--- src/design/tcd_pkg.sv ---
// ---------------------------------------------------------------------------
// tcd_pkg: shared types and constants of the text command decoder
// Keyword tables, action codes, the command summary that passes from the
// front end to the back end, and the queue status group.
// ---------------------------------------------------------------------------
package tcd_pkg;

    // Keyword set and table geometry.
    localparam int NUM_KEYS   = 6;
    localparam int NUM_SWITCH = 4;
    localparam int KEY_PWM    = 4;
    localparam int KEY_SPEECH = 5;
    localparam int KEY_MAX    = 11;

    // Queue between the front and back ends.
    localparam int QUEUE_DEPTH = 2;
    localparam int QUEUE_PTR_W = 1;
    localparam int QUEUE_CNT_W = 2;

    // Characters with a meaning of their own.
    localparam logic [7:0] CHAR_NUL  = 8'h00;
    localparam logic [7:0] CHAR_OFF  = 8'h30;
    localparam logic [7:0] CHAR_ON   = 8'h31;
    localparam logic [7:0] CHAR_TOG  = 8'h32;
    localparam logic [15:0] DIGIT_BASE = 16'd48;

    // Action codes for a switch output.
    localparam logic [1:0] ACT_NONE   = 2'd0;
    localparam logic [1:0] ACT_OFF    = 2'd1;
    localparam logic [1:0] ACT_ON     = 2'd2;
    localparam logic [1:0] ACT_TOGGLE = 2'd3;

    // Keyword text, padded with zero bytes, in the order relay, red lamp,
    // green lamp, yellow lamp, duty and speech.
    localparam logic [7:0] KEY_TEXT [NUM_KEYS][KEY_MAX] = '{
        '{8'h72, 8'h65, 8'h6c, 8'h61, 8'h79, 8'h3a, 8'h00, 8'h00, 8'h00, 8'h00, 8'h00},
        '{8'h6c, 8'h65, 8'h64, 8'h5f, 8'h72, 8'h65, 8'h64, 8'h3a, 8'h00, 8'h00, 8'h00},
        '{8'h6c, 8'h65, 8'h64, 8'h5f, 8'h67, 8'h72, 8'h65, 8'h65, 8'h6e, 8'h3a, 8'h00},
        '{8'h6c, 8'h65, 8'h64, 8'h5f, 8'h79, 8'h65, 8'h6c, 8'h6c, 8'h6f, 8'h77, 8'h3a},
        '{8'h70, 8'h77, 8'h6d, 8'h3a, 8'h00, 8'h00, 8'h00, 8'h00, 8'h00, 8'h00, 8'h00},
        '{8'h73, 8'h70, 8'h65, 8'h61, 8'h63, 8'h68, 8'h00, 8'h00, 8'h00, 8'h00, 8'h00}
    };

    localparam logic [3:0] KEY_LEN [NUM_KEYS] = '{4'd6, 4'd8, 4'd10, 4'd11, 4'd4, 4'd6};

    // Summary of one finished command, produced at its last beat.
    typedef struct packed {
        logic [NUM_SWITCH-1:0][1:0] action;
        logic                       duty_load;
        logic [15:0]                duty;
        logic                       speech;
    } cmd_summary_t;

    // Queue fill status seen by both ends.
    typedef struct packed {
        logic full;
        logic empty;
    } queue_status_t;

    // Next matched length of keyword k after byte c, with p bytes matched
    // (p below the keyword length). Falls back to the longest prefix that
    // is also a suffix of the matched text followed by c.
    function automatic logic [3:0] key_advance(input int k, input logic [3:0] p,
                                               input logic [7:0] c);
        logic [3:0] res;
        logic       ok;
        res = 4'd0;
        for (int pp = 0; pp < KEY_MAX; pp++) begin
            if ((pp < int'(KEY_LEN[k])) && (p == 4'(pp))) begin
                for (int n = 1; n <= pp; n++) begin
                    ok = 1'b1;
                    for (int j = 0; j < n - 1; j++) begin
                        if (KEY_TEXT[k][j] != KEY_TEXT[k][pp - n + 1 + j]) begin
                            ok = 1'b0;
                        end
                    end
                    if (ok && (KEY_TEXT[k][n - 1] == c)) begin
                        res = 4'(n);
                    end
                end
                if (KEY_TEXT[k][pp] == c) begin
                    res = 4'(pp + 1);
                end
            end
        end
        return res;
    endfunction

endpackage

--- src/design/tcd_front.sv ---
// ---------------------------------------------------------------------------
// tcd_front: keyword matchers and per-command state
// Runs the six keyword matchers on each byte before the end, records actions and
// the duty value, and hands a command summary to the queue at the last beat.
// ---------------------------------------------------------------------------
module tcd_front (
    input  logic                  clk,
    input  logic                  rst_n,
    input  logic                  in_fire,
    input  logic [7:0]            char_byte,
    input  logic                  is_last,
    output logic                  push,
    output tcd_pkg::cmd_summary_t cmd
);

    logic [3:0]  progress_reg [tcd_pkg::NUM_KEYS];
    logic [3:0]  progress_next [tcd_pkg::NUM_KEYS];
    logic [3:0]  progress_work [tcd_pkg::NUM_KEYS];
    logic [tcd_pkg::NUM_KEYS-1:0] found_reg, found_next, found_work;
    logic [1:0]  action_reg [tcd_pkg::NUM_SWITCH];
    logic [1:0]  action_next [tcd_pkg::NUM_SWITCH];
    logic [1:0]  action_work [tcd_pkg::NUM_SWITCH];
    logic [1:0]  digits_reg, digits_next, digits_work;
    logic [15:0] acc_reg, acc_next, acc_work;
    logic        ended_reg, ended_next, ended_work;
    logic        take;
    logic [3:0]  start;

    // A byte goes to the matchers only before the text has ended.
    assign take = in_fire && !ended_reg && (char_byte != tcd_pkg::CHAR_NUL);

    // Per-beat update of the matchers, actions and duty digits.
    always_comb
    begin
        progress_work = progress_reg;
        found_work    = found_reg;
        action_work   = action_reg;
        digits_work   = digits_reg;
        acc_work      = acc_reg;
        ended_work    = ended_reg;
        start         = 4'd0;

        if (in_fire && !ended_reg && (char_byte == tcd_pkg::CHAR_NUL))
        begin
            ended_work = 1'b1;
        end

        if (take)
        begin
            // Matchers still searching for their keyword.
            for (int k = 0; k < tcd_pkg::NUM_KEYS; k++)
            begin
                if (!found_reg[k])
                begin
                    start = (progress_reg[k] >= tcd_pkg::KEY_LEN[k]) ? 4'd0 : progress_reg[k];
                    progress_work[k] = tcd_pkg::key_advance(k, start, char_byte);
                    if (progress_work[k] == tcd_pkg::KEY_LEN[k])
                    begin
                        found_work[k] = 1'b1;
                    end
                end
            end

            // The byte after a switch keyword is its action.
            for (int k = 0; k < tcd_pkg::NUM_SWITCH; k++)
            begin
                if (found_reg[k] && (progress_reg[k] == tcd_pkg::KEY_LEN[k]))
                begin
                    priority if (char_byte == tcd_pkg::CHAR_OFF)
                        action_work[k] = tcd_pkg::ACT_OFF;
                    else if (char_byte == tcd_pkg::CHAR_ON)
                        action_work[k] = tcd_pkg::ACT_ON;
                    else if (char_byte == tcd_pkg::CHAR_TOG)
                        action_work[k] = tcd_pkg::ACT_TOGGLE;
                    else
                        action_work[k] = action_reg[k];
                    progress_work[k] = 4'd0;
                end
            end

            // Three bytes after the duty keyword build the duty value.
            if (found_reg[tcd_pkg::KEY_PWM] &&
                (progress_reg[tcd_pkg::KEY_PWM] == tcd_pkg::KEY_LEN[tcd_pkg::KEY_PWM]))
            begin
                acc_work    = 16'(acc_reg * 16'd10 + {8'd0, char_byte} - tcd_pkg::DIGIT_BASE);
                digits_work = 2'(digits_reg + 2'd1);
                if (digits_work == 2'd3)
                begin
                    progress_work[tcd_pkg::KEY_PWM] = 4'd0;
                end
            end
        end
    end

    // Command summary at the last beat.
    always_comb
    begin
        for (int k = 0; k < tcd_pkg::NUM_SWITCH; k++)
        begin
            cmd.action[k] = action_work[k];
        end
        cmd.duty_load = found_work[tcd_pkg::KEY_PWM] && (digits_work == 2'd3);
        cmd.duty      = acc_work;
        cmd.speech    = found_work[tcd_pkg::KEY_SPEECH];
    end

    assign push = in_fire && is_last;

    // The last beat clears the per-command state.
    always_comb
    begin
        for (int k = 0; k < tcd_pkg::NUM_KEYS; k++)
        begin
            progress_next[k] = push ? 4'd0 : progress_work[k];
        end
        for (int k = 0; k < tcd_pkg::NUM_SWITCH; k++)
        begin
            action_next[k] = push ? tcd_pkg::ACT_NONE : action_work[k];
        end
        found_next  = push ? '0 : found_work;
        digits_next = push ? 2'd0 : digits_work;
        acc_next    = push ? 16'd0 : acc_work;
        ended_next  = push ? 1'b0 : ended_work;
    end

    always_ff @(posedge clk or negedge rst_n)
    begin
        if (!rst_n)
        begin
            for (int k = 0; k < tcd_pkg::NUM_KEYS; k++)
            begin
                progress_reg[k] <= 4'd0;
            end
            for (int k = 0; k < tcd_pkg::NUM_SWITCH; k++)
            begin
                action_reg[k] <= tcd_pkg::ACT_NONE;
            end
            found_reg  <= '0;
            digits_reg <= 2'd0;
            acc_reg    <= 16'd0;
            ended_reg  <= 1'b0;
        end
        else
        begin
            progress_reg <= progress_next;
            action_reg   <= action_next;
            found_reg    <= found_next;
            digits_reg   <= digits_next;
            acc_reg      <= acc_next;
            ended_reg    <= ended_next;
        end
    end

endmodule

--- src/design/tcd_queue.sv ---
// ---------------------------------------------------------------------------
// tcd_queue: command summary queue
// A short first-in first-out queue that lets the front end keep taking
// beats while the back end waits on a stalled output.
// ---------------------------------------------------------------------------
module tcd_queue (
    input  logic                   clk,
    input  logic                   rst_n,
    input  logic                   push,
    input  tcd_pkg::cmd_summary_t  push_data,
    input  logic                   pop,
    output tcd_pkg::cmd_summary_t  pop_data,
    output tcd_pkg::queue_status_t status
);

    tcd_pkg::cmd_summary_t             entry_reg [tcd_pkg::QUEUE_DEPTH];
    logic [tcd_pkg::QUEUE_PTR_W-1:0]   wr_ptr_reg, wr_ptr_next;
    logic [tcd_pkg::QUEUE_PTR_W-1:0]   rd_ptr_reg, rd_ptr_next;
    logic [tcd_pkg::QUEUE_CNT_W-1:0]   count_reg, count_next;

    // Fill status.
    assign status.full  = (count_reg == tcd_pkg::QUEUE_CNT_W'(tcd_pkg::QUEUE_DEPTH));
    assign status.empty = (count_reg == '0);
    assign pop_data     = entry_reg[rd_ptr_reg];

    // Pointer and count update; the depth is a power of two, so pointers wrap.
    always_comb
    begin
        wr_ptr_next = push ? wr_ptr_reg + 1'b1 : wr_ptr_reg;
        rd_ptr_next = pop ? rd_ptr_reg + 1'b1 : rd_ptr_reg;
        count_next  = count_reg;
        if (push && !pop)
        begin
            count_next = count_reg + 1'b1;
        end
        else if (pop && !push)
        begin
            count_next = count_reg - 1'b1;
        end
    end

    always_ff @(posedge clk or negedge rst_n)
    begin
        if (!rst_n)
        begin
            wr_ptr_reg <= '0;
            rd_ptr_reg <= '0;
            count_reg  <= '0;
        end
        else
        begin
            wr_ptr_reg <= wr_ptr_next;
            rd_ptr_reg <= rd_ptr_next;
            count_reg  <= count_next;
        end
    end

    // Entry storage holds payload only.
    always_ff @(posedge clk)
    begin
        if (push)
        begin
            entry_reg[wr_ptr_reg] <= push_data;
        end
    end

endmodule

--- src/design/tcd_back.sv ---
// ---------------------------------------------------------------------------
// tcd_back: command execution and output register
// Applies a command summary to the switch states and the duty register and
// presents the result beat until the receiver takes it.
// ---------------------------------------------------------------------------
module tcd_back (
    input  logic                   clk,
    input  logic                   rst_n,
    input  tcd_pkg::queue_status_t q_status,
    input  tcd_pkg::cmd_summary_t  cmd,
    output logic                   pop,
    input  logic                   out_stall,
    output logic                   out_valid,
    output logic                   relay_on,
    output logic                   red_on,
    output logic                   green_on,
    output logic                   yellow_on,
    output logic [15:0]            duty_value,
    output logic                   speech_request,
    output logic                   status_report
);

    logic [tcd_pkg::NUM_SWITCH-1:0] switch_reg, switch_next;
    logic [15:0]                    duty_reg, duty_next;
    logic                           speech_reg;
    logic                           valid_reg, valid_next;

    // Take a summary when the output register is free or being emptied.
    assign pop = !q_status.empty && (!valid_reg || !out_stall);

    // Apply the actions in switch order, then the duty value.
    always_comb
    begin
        switch_next = switch_reg;
        for (int k = 0; k < tcd_pkg::NUM_SWITCH; k++)
        begin
            unique case (cmd.action[k])
                tcd_pkg::ACT_OFF:    switch_next[k] = 1'b0;
                tcd_pkg::ACT_ON:     switch_next[k] = 1'b1;
                tcd_pkg::ACT_TOGGLE: switch_next[k] = ~switch_reg[k];
                tcd_pkg::ACT_NONE:   switch_next[k] = switch_reg[k];
            endcase
        end
        duty_next  = cmd.duty_load ? cmd.duty : duty_reg;
        valid_next = pop ? 1'b1 : (valid_reg && out_stall);
    end

    always_ff @(posedge clk or negedge rst_n)
    begin
        if (!rst_n)
        begin
            switch_reg <= '0;
            duty_reg   <= 16'd0;
            speech_reg <= 1'b0;
            valid_reg  <= 1'b0;
        end
        else
        begin
            valid_reg <= valid_next;
            if (pop)
            begin
                switch_reg <= switch_next;
                duty_reg   <= duty_next;
                speech_reg <= cmd.speech;
            end
        end
    end

    // The state registers double as the result beat.
    assign out_valid      = valid_reg;
    assign relay_on       = switch_reg[0];
    assign red_on         = switch_reg[1];
    assign green_on       = switch_reg[2];
    assign yellow_on      = switch_reg[3];
    assign duty_value     = duty_reg;
    assign speech_request = speech_reg;
    assign status_report  = ~speech_reg;

endmodule

--- src/design/text_command_decoder_core.sv ---
// ---------------------------------------------------------------------------
// text_command_decoder_core: byte-wise text command decoder
// Decodes switch, duty and speech keywords from a command text and reports
// the resulting output states once per command.
// ---------------------------------------------------------------------------
// Usage:
// The input channel carries one text byte per beat (char_byte) with is_last
// marking the final byte of a command. The output channel carries one beat
// per command: the four switch states, the duty value and the speech and
// status flags. Both channels use valid and stall.
// Throughput: one input byte per cycle while in_stall is low, set by the six keyword
// matchers that all work on the same byte together.
// A summary is written into the two-entry queue when its last byte is taken;
// the back end then moves it into the output register, which holds the result
// beat, once that register is free or being emptied.
// When the receiver stalls, the result beat holds, the queue fills, and
// in_stall rises only once both queue entries are taken; from then on every
// byte, last or not, waits for a free entry.
// Reset clears all switch states, the duty value and any partial command.
// ---------------------------------------------------------------------------
module text_command_decoder_core (
    input  logic        clk,
    input  logic        rst_n,
    input  logic        in_valid,
    output logic        in_stall,
    input  logic [7:0]  char_byte,
    input  logic        is_last,
    output logic        out_valid,
    input  logic        out_stall,
    output logic        relay_on,
    output logic        red_on,
    output logic        green_on,
    output logic        yellow_on,
    output logic [15:0] duty_value,
    output logic        speech_request,
    output logic        status_report
);

    tcd_pkg::cmd_summary_t  push_cmd;
    tcd_pkg::cmd_summary_t  pop_cmd;
    tcd_pkg::queue_status_t q_status;
    logic                   in_fire;
    logic                   push;
    logic                   pop;

    // Input beats wait only when the queue is full.
    assign in_stall = q_status.full;
    assign in_fire  = in_valid && !in_stall;

    tcd_front u_front (
        .clk       (clk),
        .rst_n     (rst_n),
        .in_fire   (in_fire),
        .char_byte (char_byte),
        .is_last   (is_last),
        .push      (push),
        .cmd       (push_cmd)
    );

    tcd_queue u_queue (
        .clk       (clk),
        .rst_n     (rst_n),
        .push      (push),
        .push_data (push_cmd),
        .pop       (pop),
        .pop_data  (pop_cmd),
        .status    (q_status)
    );

    tcd_back u_back (
        .clk            (clk),
        .rst_n          (rst_n),
        .q_status       (q_status),
        .cmd            (pop_cmd),
        .pop            (pop),
        .out_stall      (out_stall),
        .out_valid      (out_valid),
        .relay_on       (relay_on),
        .red_on         (red_on),
        .green_on       (green_on),
        .yellow_on      (yellow_on),
        .duty_value     (duty_value),
        .speech_request (speech_request),
        .status_report  (status_report)
    );

`ifndef ASSERT_OFF
    // A taken last byte always leaves a summary waiting in the queue.
    assert property (@(posedge clk) disable iff (!rst_n)
        (in_valid && !in_stall && is_last) |=> !q_status.empty)
        else $error("last byte taken but queue is empty");

    // A new result beat appears only after a summary was queued.
    assert property (@(posedge clk) disable iff (!rst_n)
        $rose(out_valid) |-> $past(!q_status.empty))
        else $error("result beat without a queued command");

    // The back end never takes from an empty queue.
    assert property (@(posedge clk) disable iff (!rst_n)
        pop |-> !q_status.empty)
        else $error("queue read while empty");
`endif

endmodule

--- config.mk ---
export PLATFORM = sky130hd
export DESIGN_NAME = text_command_decoder_core
export DESIGN_NICKNAME = d
export VERILOG_FILES = /design/src/design/tcd_pkg.sv /design/src/design/tcd_front.sv /design/src/design/tcd_queue.sv /design/src/design/tcd_back.sv /design/src/design/text_command_decoder_core.sv
export SDC_FILE = /design/constraint.sdc
export NUM_CORES = 1
export LEC_CHECK = 0
export ABC_AREA = 1
export BUFFER_PORTS_ARGS = -buffer_cell sky130_fd_sc_hd__buf_2
export CORE_MARGIN = 2
export CORE_UTILIZATION = 45
export DETAILED_ROUTE_END_ITERATION = 16
export PLACE_DENSITY = 0.58
export SYNTH_ARGS = -nofsm -noshare
export SYNTH_HDL_FRONTEND = slang
export SYNTH_SLANG_ARGS = --single-unit
export TNS_END_PERCENT = 10
--- constraint.sdc ---
create_clock -name clk -period 4.2 [get_ports clk]
set_input_delay 0.63 -clock clk [delete_from_list [all_inputs] [get_ports clk]]
set_output_delay 0.63 -clock clk [all_outputs]
set_load 0.02 [all_outputs]
Yosys cells after proc, flatten, opt, wreduce, memory -nomap -nowiden
Memory sizes are Yosys's and may differ from the RTL's. Index checks and enable logic that the tools add are counted. W data, S select, Z words.

Flip-flop bits (word level): 83. Bits in latches: 0. Bits in writable memories: 52. ROM bits: 0. Input bits: 13. Word-level logic and storage cells: 735. Memories: 1.

$add $sub $neg: 7. $mul: 1. Div/mod/pow operators: 0. Magnitude comparators: 6. Equality and inequality tests: 90. Shift-type cells: 0. Muxes and demuxes: 438. Bitwise operators: 9. Reduce and logical (&&, ||, !) cells: 158.

Memory list: u_queue.entry_reg (depth 2, width 26, read ports 1, clocked after memory_dff 0, write ports 1, line tcd_queue.sv:16) `tcd_pkg::cmd_summary_t entry_reg [tcd_pkg::QUEUE_DEPTH];`.

Operator list (number): $mux W4 (278); $eq A7 B8 Y1 const A (16); $logic_and A1 B1 Y1 (124); $mux W1 (123); $eq A4 B3 Y1 const B (21); $mux W2 (26); $eq A4 B2 Y1 const B (12); $mux W16 (3); $eq A4 B4 Y1 const B (11); $eq A4 B1 Y1 const B (6); $eq A8 B6 Y1 const B (3); $logic_not A4 Y1 (6); $mux W24 (1); $eq A2 B2 Y1 const B (11); $reduce_and A2 Y1 (10); $add A16 B8 Y16 (1); $mul A16 B3 Y15 const B (1); $sub A16 B6 Y16 const B (1); $ge A4 B3 Y1 const B (3); $ge A4 B4 Y1 const B (3); $mux W6 (2); $ne A3 B2 Y1 const B (4); $pmux W1 S3 (4); $logic_not A2 Y1 (5); 13 further kinds (34).

Longest topological paths before layout
Depth after elaboration: 82. Depth in mapped cells: 23. Mapped depth without buffers: 23.

Hierarchy
A second synthesis with hierarchy kept.

Cell total of the unflattened synthesis: 997. Area, all modules: 8548.2 um^2.

By module, submodules not included: tcd_front (instances 1, cells each 778, area an instance 5373.9 um^2, sequential area each 1376.3 um^2); tcd_queue (instances 1, cells each 106, area an instance 2183.3 um^2, sequential area each 1661.6 um^2); tcd_back (instances 1, cells each 111, area an instance 980.9 um^2, sequential area each 550.5 um^2); text_command_decoder_core (instances 1, cells each 2, area an instance 10.0 um^2, sequential area each 0.0 um^2).

Worst setup path after synthesis
Ideal clock, no wire load.

Path type: reg-to-reg. Start: register u_front.acc_reg[1]. End: memory u_queue.entry_reg[0][14] (netlist bit), data pin. Setup time: 263 ps. Data arrival time: 3073 ps. Data required time: 3937 ps. Setup slack: 864 ps. Stages on the path, launching flop included: 20. Buffers on the path: 0. Clock period less this slack: 3336 ps. Path through: dfrtp_1 > ha_1 > ha_1 > inv_1 > fa_1 > xor2_1 > ha_1 > inv_1 > ha_1 > inv_1 > o21ai_0 > a21oi_1 > nand2_1 > nand2_1 > o21bai_1 > nand3_1 > nand3_1 > nand3_1 > o21ai_0 > inv_1.

RTL lines: start, declared (line tcd_front.sv:24) `logic [15:0] acc_reg, acc_next, acc_work;`; start signal, assigned (line tcd_front.sv:149) `acc_reg <= acc_next;`; end, declared (line tcd_queue.sv:16).

==> results.yml <==
outcome:
  outcome: "completed"
synth:
  async_flop_share: 0.609
  yosysTopAreaCellShare: 0.250
  synth_top_area_cell: "dfrtp_1"
  syn_area_per_cell_sq_um: 8.34
  seq_area_frac_synth: 0.443
  synth.top_cells.by_count: "nand2_1, inv_1, nor2_1, dfrtp_1, a21oi_1"
  yosysMostFrequentCell: "nand2_1"
  yosysWarnings: 0
  syn_inst: 971
  synth-edff-count: 52
  ys_top_cells_by_area: "dfrtp_1, edfxtp_1, nand2_1"
  ys_ff_latch: 133
  synthesis.nets: 1031
  syn-cell-area_sq_um: 8100
  synth.distinct_cells: 59
  synth_ff_type: "dfrtp_1"
sta:
  fin_tns_setup_ns: 0
  finalCriticalPeriod_ns: 3.80
  setup_viol: 0
  setup_ws_ns: 0.398
  rsz0062_at_grt: "no"
  slew_violations: 0
  period_share: 0.905
  relSlewSlack: 0.421
  fmax_mhz: 263
  fin_worst_skew_ns: 0.00922
  worstMarginPinSlew_ns: 0.862
  finalHoldViolCount: 0
  holdWs_ns: 0.301
clock_tree:
  cts-buffers-inserted: 17
  cts_tree: "done"
  clkTransAtPathRegs_ns: 0.07
  clockRootBuffer: "clkbuf_16"
  cts_resized: 0
  clock_sinks: 133
  postCtsHoldBufs: 0
  cts_buffer_depth: 2
  clkLatencyLatePin_ns: 0.42
  htree_levels: 4
  postCtsSetupBuffers: 0
grt:
  track_usage: 0.208
  grt_max_degree: 59
  grt_pass1_wl_um: 32200
  grt_pass1_vias: 6391
  grt_antenna_before_repair: 0
  grt_overflow: 0
setup_path:
  required_ns: 4.36
  crit_path_end_kind: "flop"
  cp.arrival_ns: 3.97
  reg2reg_to: "u_queue.entry_reg[0][14]$_DFFE_PP_"
  r2r_cells: 19
  crit_fanout: 3
  critPathKind: "reg2reg"
  r2r-start: "u_front.acc_reg[1]$_DFF_PN0_"
  start_kind: "flop"
  reg2reg_slack_ns: 0.40
  crit_start: "u_front.acc_reg[1]$_DFF_PN0_"
route:
  drt_first_pass_iters: 5
  vias_per_cell: 5.24
  drt-total-wl_um: 18900
  wl_per_cell_um: 15.1
  drc: 0
  vias: 6565
  dr.first_iter.drc_count: 441
  ant_nets: 0
layout:
  final_nets: 1071
  drive_gt1_frac: 0.114
  fin_cells: 1253
  largest_register_ff_count: 52
  num_antenna_cells: 0
  nFillCells: 1676
  area_growth_pct: 12.7
run:
  cap_violations: 0
worst_hold_path:
  hold_class: "in2async"
die:
  row_count: 49
  start_util: 0.454
  die_h_um: 138
  die_area_sq_um: 19100
  core_sq_um: 17800
  ios: 37
  die_width_um: 138
pwr:
  power.density_nw_per_um2: 459
  p_leak_uw: 0.00428
  vdd_ir_drop_max_mv: 0.415
placed_design:
  port_buffers: 36
  dp.cells: 1221
  hpwl_um: 13800
  place_ws_ns: 0.427
  gp_congestion: 0.925
[layout make-up]
cell class	count	area (sq um)	area share
Clock buffer	17	425	0.0466
Clock inverter	15	185	0.0203
Inverter	165	629	0.0689
Multi-Input combinational cell	650	3770	0.413
Sequential cell	133	3590	0.393
Tap cell	229	287	0.0314
Timing Repair Buffer	44	243	0.0266
[critical path, cell delays in order (launching register included)]
cell,delay (ns)
dfrtp_1,0.42
ha_1,0.30
ha_1,0.17
inv_1,0.07
fa_1,0.42
o21ai_0,0.22
xor2_1,0.25
inv_1,0.07
ha_1,0.31
inv_1,0.06
o21ai_0,0.26
a21oi_1,0.10
nand2_1,0.08
nand2_1,0.06
o21bai_1,0.22
nand3_1,0.13
nand3_1,0.09
nand3_1,0.08
o21ai_0,0.14
inv_1,0.09
[power by group]
part / internal (uW) / leakage (uW) / switching [uW]
registers: 1550 / 0.00155 / 113
clock network: 904 / 0.000298 / 650
logic: 307 / 0.00243 / 672
[layout by cell type (no fill, tap or decap), types with 3 or more instances in the layout]
cell type,instances
mux2i_1,4
a211oi_1,7
buf_4,9
clkinv_4,4
inv_1,157
o2111ai_1,5
inv_8,5
nand3_1,41
nand4_1,28
buf_2,35
nand2_2,3
dfrtp_1,81
a211oi_2,5
xnor2_1,4
nor2_2,4
xor2_1,18
inv_6,5
ha_1,45
edfxtp_1,52
nor3_1,16
o22ai_1,10
or2_2,6
a31oi_1,24
inv_2,5
o211ai_1,7
clkbuf_16,17
o21ai_1,9
nand2_1,173
nor2_1,94
a21oi_1,54
o21ai_0,48
nor2_4,7
[cells by family after synthesis]
group / count (synthesis) / synth area share
xor gates and xnor gates: 22 / 0.0238
DFF: 133 / 0.443
buffers and inverters: 188 / 0.0922
adders and majority gates: 47 / 0.0745
muxes: 4 / 0.00494
AOI/OAI and AO/OA: 191 / 0.143
and+or+nand+nor: 386 / 0.218
[through the flow]
stage,total power (uW),util,cell area (sq um)
final,4190,0.512,9130
after global routing,4430,0.512,9130
after CTS,4240,0.512,9130
after detailed placement,2680,0.478,8520
after global placement,2670,0.478,8520
after floorplan,2350,-,8100
[worst max path at each step]
stage | to | slack [ns] | cells after the start
finish | u_queue.entry_reg[0][14]$_DFFE_PP_ | 0.40 | 19
floorplan | u_queue.entry_reg[0][14]$_DFFE_PP_ | 0.86 | 19
detailed placement | u_queue.entry_reg[0][13]$_DFFE_PP_ | 0.43 | 19
CTS | u_queue.entry_reg[0][13]$_DFFE_PP_ | 0.41 | 19
global placement | u_queue.entry_reg[1][13]$_DFFE_PP_ | 0.39 | 19
global route | u_queue.entry_reg[0][13]$_DFFE_PP_ | 0.006 | 19
[per-layer routing]
layer,part of all wire,global-route usage,vias up
met4,0.0096,0.0516,0
met3,0.039,0.0350,16
li1,-,-,3369
met2,0.43,0.315,131
met1,0.52,0.314,3049
met5,0,0,-
(Power assumes the default switching activity.)
